## src/rtl/trrc_pkg.sv

```systemverilog
`default_nettype none
package trrc_pkg;

  localparam int unsigned PeriodW = 10;
  localparam int unsigned DurW    = 16;
  localparam int unsigned AmpW    = 16;
  localparam int unsigned IdW     = 4;
  localparam int unsigned LevelW  = 8;
  localparam int unsigned AddrW   = 4;
  localparam int unsigned DataW   = 32;

  localparam logic [1:0] RegRefresh = 2'd0;
  localparam logic [1:0] RegDefault = 2'd1;
  localparam logic [1:0] RegMax     = 2'd2;

  localparam logic [PeriodW-1:0] RefreshReset = PeriodW'(40);
  localparam logic [DurW-1:0]    DefaultReset = DurW'(1000);
  localparam logic [DurW-1:0]    MaxReset     = DurW'(60000);

  localparam logic KindTick    = 1'b0;
  localparam logic KindCommand = 1'b1;

  typedef logic [AmpW-1:0]           amp_t;
  typedef logic [DurW-1:0]           dur_t;
  typedef logic [PeriodW-1:0]        period_t;
  typedef logic signed [LevelW-1:0]  level_t;
  typedef logic [IdW-1:0]            id_t;

endpackage
`default_nettype wire

```

## src/rtl/trrc_in_if.sv

```systemverilog
`default_nettype none
interface trrc_in_if
  import trrc_pkg::*;
();
  logic   valid;
  logic   ready;
  logic   kind;
  id_t    ctrl_id;
  level_t left_level;
  level_t right_level;
  dur_t   rumble_ms;

  modport source (output valid, output kind, output ctrl_id, output left_level,
                  output right_level, output rumble_ms, input ready);
  modport sink (input valid, input kind, input ctrl_id, input left_level,
                input right_level, input rumble_ms, output ready);
endinterface
`default_nettype wire

```

## src/rtl/trrc_out_if.sv

```systemverilog
`default_nettype none
interface trrc_out_if
  import trrc_pkg::*;
();
  logic valid;
  logic ready;
  logic report_sent;
  amp_t low_amplitude;
  amp_t high_amplitude;
  logic command_accepted;

  modport source (output valid, output report_sent, output low_amplitude,
                  output high_amplitude, output command_accepted, input ready);
  modport sink (input valid, input report_sent, input low_amplitude,
                input high_amplitude, input command_accepted, output ready);
endinterface
`default_nettype wire

```

## src/rtl/timed_rumble_refresh_controller.sv

```systemverilog
`default_nettype none
// Timed two-motor rumble controller. Each input item is a 1 ms tick or a rumble
// command and produces exactly one result item. An item is taken in every cycle in
// which the output register is empty or its result is being taken, so the block
// sustains one item per clock while results are taken; a result appears in the
// output register in the cycle after its item is accepted, together with all of
// its state updates. Amplitudes come from a constant table indexed by the level.
// Registers: 0x0 refresh period (ms), 0x4 default duration (ms), 0x8 maximum
// duration (ms); write them only while the block is idle.
module timed_rumble_refresh_controller
  import trrc_pkg::*;
#(
  parameter int unsigned MAX_LEVEL = 30
) (
  input  wire logic             clk_i,
  input  wire logic             rst_ni,
  trrc_in_if.sink               in_i,
  trrc_out_if.source            out_o,
  input  wire logic             psel,
  input  wire logic             penable,
  input  wire logic             pwrite,
  input  wire logic [AddrW-1:0] paddr,
  input  wire logic [DataW-1:0] pwdata,
  output logic      [DataW-1:0] prdata,
  output logic                  pready
);

  localparam int unsigned TabN = 2 ** (LevelW - 1);

  amp_t amp_tab [TabN];

  for (genvar i = 0; i < TabN; i++) begin : g_tab
    localparam int unsigned Amp = (i == 0) ? 0 :
                                  (i >= MAX_LEVEL) ? 65535 :
                                  ((i * 65535) + MAX_LEVEL / 2) / MAX_LEVEL;
    assign amp_tab[i] = AmpW'(Amp);
  end

  period_t refresh_q;
  dur_t    default_q;
  dur_t    max_q;

  logic    motor_active_q, motor_active_d;
  logic    stop_request_q, stop_request_d;
  amp_t    low_store_q, low_store_d;
  amp_t    high_store_q, high_store_d;
  dur_t    time_left_q, time_left_d;
  period_t wait_left_q, wait_left_d;
  logic    waiting_q, waiting_d;
  logic    renewed_q, renewed_d;

  logic    out_valid_q;
  logic    send_q, send_d;
  amp_t    lo_q, lo_d;
  amp_t    hi_q, hi_d;
  logic    acc_q, acc_d;

  logic    in_fire;
  logic    cfg_wr;
  amp_t    l_amp, h_amp;
  dur_t    dur;

  assign pready = 1'b1;
  assign cfg_wr = psel && penable && pwrite;

  always_comb begin
    unique case (paddr[3:2])
      RegRefresh: prdata = DataW'(refresh_q);
      RegDefault: prdata = DataW'(default_q);
      RegMax:     prdata = DataW'(max_q);
      default:    prdata = '0;
    endcase
  end

  always_ff @(posedge clk_i or negedge rst_ni) begin
    if (!rst_ni) begin
      refresh_q <= RefreshReset;
      default_q <= DefaultReset;
      max_q     <= MaxReset;
    end else if (cfg_wr) begin
      unique case (paddr[3:2])
        RegRefresh: refresh_q <= pwdata[PeriodW-1:0];
        RegDefault: default_q <= pwdata[DurW-1:0];
        RegMax:     max_q     <= pwdata[DurW-1:0];
        default: ;
      endcase
    end
  end

  assign in_i.ready = !out_valid_q || out_o.ready;
  assign in_fire    = in_i.valid && in_i.ready;

  assign l_amp = in_i.left_level[LevelW-1]  ? '0 : amp_tab[in_i.left_level[LevelW-2:0]];
  assign h_amp = in_i.right_level[LevelW-1] ? '0 : amp_tab[in_i.right_level[LevelW-2:0]];

  always_comb begin
    priority if (in_i.rumble_ms == '0) begin
      dur = default_q;
    end else if (in_i.rumble_ms > max_q) begin
      dur = max_q;
    end else begin
      dur = in_i.rumble_ms;
    end
  end

  always_comb begin
    motor_active_d = motor_active_q;
    stop_request_d = stop_request_q;
    low_store_d    = low_store_q;
    high_store_d   = high_store_q;
    time_left_d    = time_left_q;
    wait_left_d    = wait_left_q;
    waiting_d      = waiting_q;
    renewed_d      = renewed_q;
    send_d         = 1'b0;
    lo_d           = '0;
    hi_d           = '0;
    acc_d          = 1'b0;
    if (in_i.kind == KindCommand) begin
      if (in_i.ctrl_id == '0) begin
        acc_d        = 1'b1;
        low_store_d  = l_amp;
        high_store_d = h_amp;
        if (l_amp == '0 && h_amp == '0) begin
          motor_active_d = 1'b0;
          stop_request_d = 1'b1;
        end else begin
          motor_active_d = 1'b1;
          stop_request_d = 1'b0;
          time_left_d    = dur;
          renewed_d      = 1'b1;
        end
      end
    end else begin
      if (time_left_q != '0) begin
        time_left_d = time_left_q - DurW'(1);
      end
      if (waiting_q) begin
        if (wait_left_q != '0) begin
          wait_left_d = wait_left_q - PeriodW'(1);
        end
        if (wait_left_d == '0) begin
          waiting_d = 1'b0;
          if (motor_active_q && time_left_d == '0 && !renewed_q) begin
            motor_active_d = 1'b0;
            stop_request_d = 1'b1;
          end
        end
      end
      if (!waiting_d) begin
        priority if (stop_request_d) begin
          stop_request_d = 1'b0;
          send_d         = 1'b1;
        end else if (motor_active_d) begin
          send_d      = 1'b1;
          lo_d        = low_store_q;
          hi_d        = high_store_q;
          renewed_d   = 1'b0;
          wait_left_d = (refresh_q == '0) ? PeriodW'(1) : refresh_q;
          waiting_d   = 1'b1;
        end
      end
    end
  end

  always_ff @(posedge clk_i or negedge rst_ni) begin
    if (!rst_ni) begin
      motor_active_q <= 1'b0;
      stop_request_q <= 1'b0;
      low_store_q    <= '0;
      high_store_q   <= '0;
      time_left_q    <= '0;
      wait_left_q    <= '0;
      waiting_q      <= 1'b0;
      renewed_q      <= 1'b0;
      out_valid_q    <= 1'b0;
    end else begin
      if (in_fire) begin
        motor_active_q <= motor_active_d;
        stop_request_q <= stop_request_d;
        low_store_q    <= low_store_d;
        high_store_q   <= high_store_d;
        time_left_q    <= time_left_d;
        wait_left_q    <= wait_left_d;
        waiting_q      <= waiting_d;
        renewed_q      <= renewed_d;
        out_valid_q    <= 1'b1;
      end else if (out_o.ready) begin
        out_valid_q    <= 1'b0;
      end
    end
  end

  always_ff @(posedge clk_i) begin
    if (in_fire) begin
      send_q <= send_d;
      lo_q   <= lo_d;
      hi_q   <= hi_d;
      acc_q  <= acc_d;
    end
  end

  assign out_o.valid            = out_valid_q;
  assign out_o.report_sent      = send_q;
  assign out_o.low_amplitude    = lo_q;
  assign out_o.high_amplitude   = hi_q;
  assign out_o.command_accepted = acc_q;

endmodule
`default_nettype wire
```

## src/flat_wrapper.sv

```systemverilog
// flat-port wrapper written by rule: the top's interface ports become plain ports
module timed_rumble_refresh_controller_flat import trrc_pkg::*;
#(
  parameter int unsigned MAX_LEVEL = 30
)
  (clk_i, rst_ni, psel, penable, pwrite, paddr, pwdata, prdata, pready, in_i_valid, in_i_kind, in_i_ctrl_id, in_i_left_level, in_i_right_level, in_i_rumble_ms, in_i_ready, out_o_valid, out_o_report_sent, out_o_low_amplitude, out_o_high_amplitude, out_o_command_accepted, out_o_ready);
  trrc_in_if in_i_i ();
  trrc_out_if out_o_i ();
  input  wire logic clk_i;
  input  wire logic rst_ni;
  input  wire logic psel;
  input  wire logic penable;
  input  wire logic pwrite;
  input  wire logic [AddrW-1:0] paddr;
  input  wire logic [DataW-1:0] pwdata;
  output logic      [DataW-1:0] prdata;
  output logic pready;
  input wire logic [$bits(in_i_i.valid)-1:0] in_i_valid;
  input wire logic [$bits(in_i_i.kind)-1:0] in_i_kind;
  input wire logic [$bits(in_i_i.ctrl_id)-1:0] in_i_ctrl_id;
  input wire logic [$bits(in_i_i.left_level)-1:0] in_i_left_level;
  input wire logic [$bits(in_i_i.right_level)-1:0] in_i_right_level;
  input wire logic [$bits(in_i_i.rumble_ms)-1:0] in_i_rumble_ms;
  output wire logic [$bits(in_i_i.ready)-1:0] in_i_ready;
  output wire logic [$bits(out_o_i.valid)-1:0] out_o_valid;
  output wire logic [$bits(out_o_i.report_sent)-1:0] out_o_report_sent;
  output wire logic [$bits(out_o_i.low_amplitude)-1:0] out_o_low_amplitude;
  output wire logic [$bits(out_o_i.high_amplitude)-1:0] out_o_high_amplitude;
  output wire logic [$bits(out_o_i.command_accepted)-1:0] out_o_command_accepted;
  input wire logic [$bits(out_o_i.ready)-1:0] out_o_ready;
  assign in_i_i.valid = in_i_valid;
  assign in_i_i.kind = in_i_kind;
  assign in_i_i.ctrl_id = in_i_ctrl_id;
  assign in_i_i.left_level = in_i_left_level;
  assign in_i_i.right_level = in_i_right_level;
  assign in_i_i.rumble_ms = in_i_rumble_ms;
  assign in_i_ready = in_i_i.ready;
  assign out_o_valid = out_o_i.valid;
  assign out_o_report_sent = out_o_i.report_sent;
  assign out_o_low_amplitude = out_o_i.low_amplitude;
  assign out_o_high_amplitude = out_o_i.high_amplitude;
  assign out_o_command_accepted = out_o_i.command_accepted;
  assign out_o_i.ready = out_o_ready;
  timed_rumble_refresh_controller #(.MAX_LEVEL(MAX_LEVEL)) u_core (.clk_i(clk_i), .rst_ni(rst_ni), .in_i(in_i_i), .out_o(out_o_i), .psel(psel), .penable(penable), .pwrite(pwrite), .paddr(paddr), .pwdata(pwdata), .prdata(prdata), .pready(pready));
endmodule
```

## config.mk

```make
export PLATFORM = sky130hd
export DESIGN_NAME = timed_rumble_refresh_controller_flat
export DESIGN_NICKNAME = d
export VERILOG_FILES = /design/src/rtl/trrc_pkg.sv /design/src/rtl/trrc_in_if.sv /design/src/rtl/trrc_out_if.sv /design/src/rtl/timed_rumble_refresh_controller.sv /design/src/flat_wrapper.sv
export SDC_FILE = /design/constraint.sdc
export NUM_CORES = 1
export LEC_CHECK = 0
export ABC_AREA = 1
export BUFFER_PORTS_ARGS = -buffer_cell sky130_fd_sc_hd__buf_2
export CAP_MARGIN = 10
export CORE_ASPECT_RATIO = 1.1
export CORE_MARGIN = 2
export CORE_UTILIZATION = 41
export CTS_CLUSTER_SIZE = 14
export DETAILED_ROUTE_END_ITERATION = 10
export SYNTH_ARGS = -nofsm -noshare
export SYNTH_HDL_FRONTEND = slang
export SYNTH_SLANG_ARGS = --single-unit
```

## constraint.sdc

```tcl
create_clock -name clk_i -period 3.1 [get_ports clk_i]
set_clock_uncertainty 0.1 [all_clocks]
set_input_delay 0.155 -clock clk_i [delete_from_list [all_inputs] [get_ports clk_i]]
set_output_delay 0.155 -clock clk_i [all_outputs]
set_load 0.02 [all_outputs]
```

==> results.md <==
* CP Class: reg2reg
* Fin nets at 1280
* Final Cycle Share at 92.00%
* Initial core utilization at 42.11%
* Avg Cell Area, Syn at 7.052 um2
* Total Power at 0.005573 W
* DRT antenna net count at 0
* Setup TNS at 0 ns
* Register area share after synthesis at 37.03%
* Fillers at 1884
* Post-Synthesis Cells at 1067
* Share of cells above drive strength 1 at 17.67%
* Wire length per cell at 14.12 um
* Rel. slew slack at 40.77%
* Slew @ Worst Pin at 0.8863 ns
* XOR/XNOR Fraction of Synth Area at 0.3492%
* Setup crit end kind: flip-flop
* Half-perimeter wire length after placement at 15.19 mm
* Skew-Pair Late Insertion Delay at 0.37 ns
* Final Max Tran Viols at 0
* Ports at 149
* H-tree depth at 3
* Clock-pin slew on the worst setup and hold paths at 0.08 ns
* RR Startpoint: u_core.wait_left_q[0]$_DFFE_PN0P_
* Vias in the first global route at 6450
* Synth cell types at 44
* Total GRT Usage at 21.26%
* Hold crit path type: in2reg
* DRC at 0
* Yosys Warn Count at 0
* Unrepaired setup endpoints after global routing: false
* Register area at 2786 um2
* # rows at 51
* Cell Pwr Density at 641.7 nW/um2
* Sink Count at 107
* CTS Buf Count at 9
* Clock period minus worst slack at 2.852 ns
* Arr. time, crit path at 2.88 ns
* Post-Synth Simple-Gate Area at 35.20%
* R2r endpoint: u_core.out_o.low_amplitude[0]$_SDFFCE_PP0P_
* First-pass GRT wire length at 33.27 mm
* Post-synth top area share at 24.61%
* Hold path start: pwdata[1]
* Worst Path Required at 3.13 ns
* Root buf cell: clkbuf_16
* Hold Crit Depth at 3
* Largest net degree at the start of global routing at 50
* Core area at 17870 um2
* Mux share of post-synthesis cell area at 0%
* Die Area at 19450 um2
* Hold Violations, Final at 0
* 1st-iter DRT viols at 493
* Max-Cap Viols at 0
* Outcome: completed
* CTS tree: done
* Resize count post-CTS at 0
* Area of the multi-input gates at 3919 um2
* Total grt overflow at 0
* Worst R2R Path Depth at 15
* Synth Area in Adders at 4.656%
* IO buf count at 113
* LEAKAGE at 4.461 nW
* Antenna violations before repair at 0
* Die height at 146.1 um
* Detailed-route vias per instance at 4.913
* R2R setup slack at 0.25 ns
* Ys async rst share at 83.18%
* Post-synthesis compound-gate area fraction at 11.02%
* Top cells by area, synth: dfrtp_1 (25%), nand2_1 (17%), edfxtp_1 (7.2%), o21ai_0 (6.9%), nand3_1 (6.3%)
* Pre-Repair DR Iteration Count at 5
* Most common flop cell mapped by yosys: dfrtp_1
* Flops & latches, synth at 107
* Clock buffer depth at 2
* Final setup vio count at 0
* Final WL at 19.99 mm
* N_diodes at 0
* Hold worst-path end: u_core.default_q[1]$_DFFE_PN0P_
* Post-synthesis cell area at 7525 um2
* Startpoint types: flip-flop
* Overall via count from detail_route at 6952
* Post-synth EDFFs at 18
* P&R area growth vs syn at 15.43%
* Max frequency at 350.6 MHz
* Yosys top cell by area: dfrtp_1
* Final GP Congestion at 0.9021
* Largest family of logic cells by synthesized area: simple AND/OR/NAND/NOR gates
* Peak VDD IR at 0.2893 mV
* Worst-path maximum fanout at 12
* Width of the die at 133.2 um
## power breakdown
part           switching [W]  leakage (nW)  internal (W)
clock               0.000593         0.155      0.000618
combinational        0.00145          3.04      0.000799
sequential          0.000342          1.26       0.00178
## placed cells by master (no fill, tap or decap), types with 4 or more instances in the layout
master and n:
nor2_1 63, nand4_1 13, conb_1 17, nor2_2 8, a21oi_1 25, ha_1 28, nand2_1 339, clkbuf_16 10
o21ai_0 104, nor4_1 8, o211ai_1 14, nand3_1 95, nand3_2 4, dfrtp_1 74, nor2_4 13, nand2_2 7
buf_4 15, edfxtp_1 18, buf_2 112, dlygate4sd3_1 18, or2_2 6, inv_1 116, dfstp_2 15, o21ai_1 4
nand3b_1 15
## registers in the layout, indices dropped and copies added, names as in the netlist
name                           cells
u_core.stop_request_q              1
u_core.max_q                      16
u_core.out_o.high_amplitude        8
u_core.high_store_q                8
u_core.out_o.low_amplitude         8
u_core.low_store_q                 8
u_core.renewed_q                   1
u_core.motor_active_q              1
u_core.refresh_q                  10
u_core.wait_left_q                10
u_core.out_o.command_accepted      1
u_core.time_left_q                16
u_core.out_o.report_sent           1
u_core.out_o.valid                 1
u_core.default_q                  16
u_core.waiting_q                   1
## critical path, stage by stage, from the launching register on
cell and delay [ns]:
dfrtp_1 0.41, inv_1 0.13, ha_1 0.34, nand2_4 0.10, nor2_4 0.15, nand2_2 0.17
o21ai_0 0.19, and3_1 0.23, nand3_2 0.13, nor2_1 0.11, nand2_1 0.07, nand3_2 0.11
inv_4 0.07, nand3_4 0.09, buf_12 0.16, nor2_1 0.05
## cell usage after synthesis, types with 18 or more instances
cell type and instances:
ha_1 28, a21oi_1 25, inv_1 116, edfxtp_1 18
dfrtp_1 74, nand3_1 95, buf_4 33, nor2_1 63
o21ai_0 104, nand2_1 339, clkbuf_1 28
## through the flow
stage / setup slack (ns) / util, % / std cells / area (um2) / hold WS [ns]
floorplan: 0.6537 / - / 1082 / 7581 / -0.2406
global placement: 0.2701 / 45.59 / 1378 / 8145 / 0.1334
detailed placement: 0.1786 / 45.59 / 1378 / 8145 / 0.1414
CTS: 0.1810 / 48.35 / 1412 / 8638 / 0.002801
global route: 0.01818 / 48.61 / 1415 / 8686 / 0.04336
finish: 0.2480 / 48.61 / 1415 / 8686 / 0.01402
## worst max path at each step
stage                                            from                                            end  cells after the start
floorplan           u_core.wait_left_q[0]$_DFFE_PN0P_   u_core.out_o.high_amplitude[0]$_SDFFCE_PP0P_                     16
global placement    u_core.wait_left_q[0]$_DFFE_PN0P_    u_core.out_o.low_amplitude[0]$_SDFFCE_PP0P_                     14
detailed placement  u_core.wait_left_q[0]$_DFFE_PN0P_  u_core.out_o.high_amplitude[15]$_SDFFCE_PP0P_                     14
CTS                 u_core.wait_left_q[0]$_DFFE_PN0P_    u_core.out_o.low_amplitude[1]$_SDFFCE_PP0P_                     14
global route        u_core.wait_left_q[0]$_DFFE_PN0P_    u_core.out_o.low_amplitude[0]$_SDFFCE_PP0P_                     15
finish              u_core.wait_left_q[0]$_DFFE_PN0P_    u_core.out_o.low_amplitude[0]$_SDFFCE_PP0P_                     15
## area by class of cell
type / instances / area share (%)
Multi-Input combinational cell: 785 / 45.12
Clock buffer: 10 / 2.881
Clock inverter: 6 / 0.7203
Sequential cell: 107 / 32.08
Tap cell: 238 / 3.428
Inverter: 121 / 5.258
Timing Repair Buffer: 148 / 10.52
## per-layer routing
layer	vias up	GRT usage, %	share of wire (%)
met2	179	32.85	45
li1	3606	-	-
met3	14	2.500	4.5
met1	3153	31.53	49
met4	0	5.745	1.1
met5	-	0	0
## kinds of logic after synthesis
family / after synthesis
XOR/XNOR: 3
AND/OR/NAND/NOR: 582
other: 2
AO/OA/AOI/OAI: 155
flip-flops: 107
adder cells (fa/ha/maj): 28
buffers and inverters: 190
## repair_timing
action	CTS	global route
buffers inserted	0	3
endpoints found under the hold margin	82	0
endpoints found under the setup margin	0	16
hold buffers	18	0
Note: power is estimated with default switching activity, not from simulation.
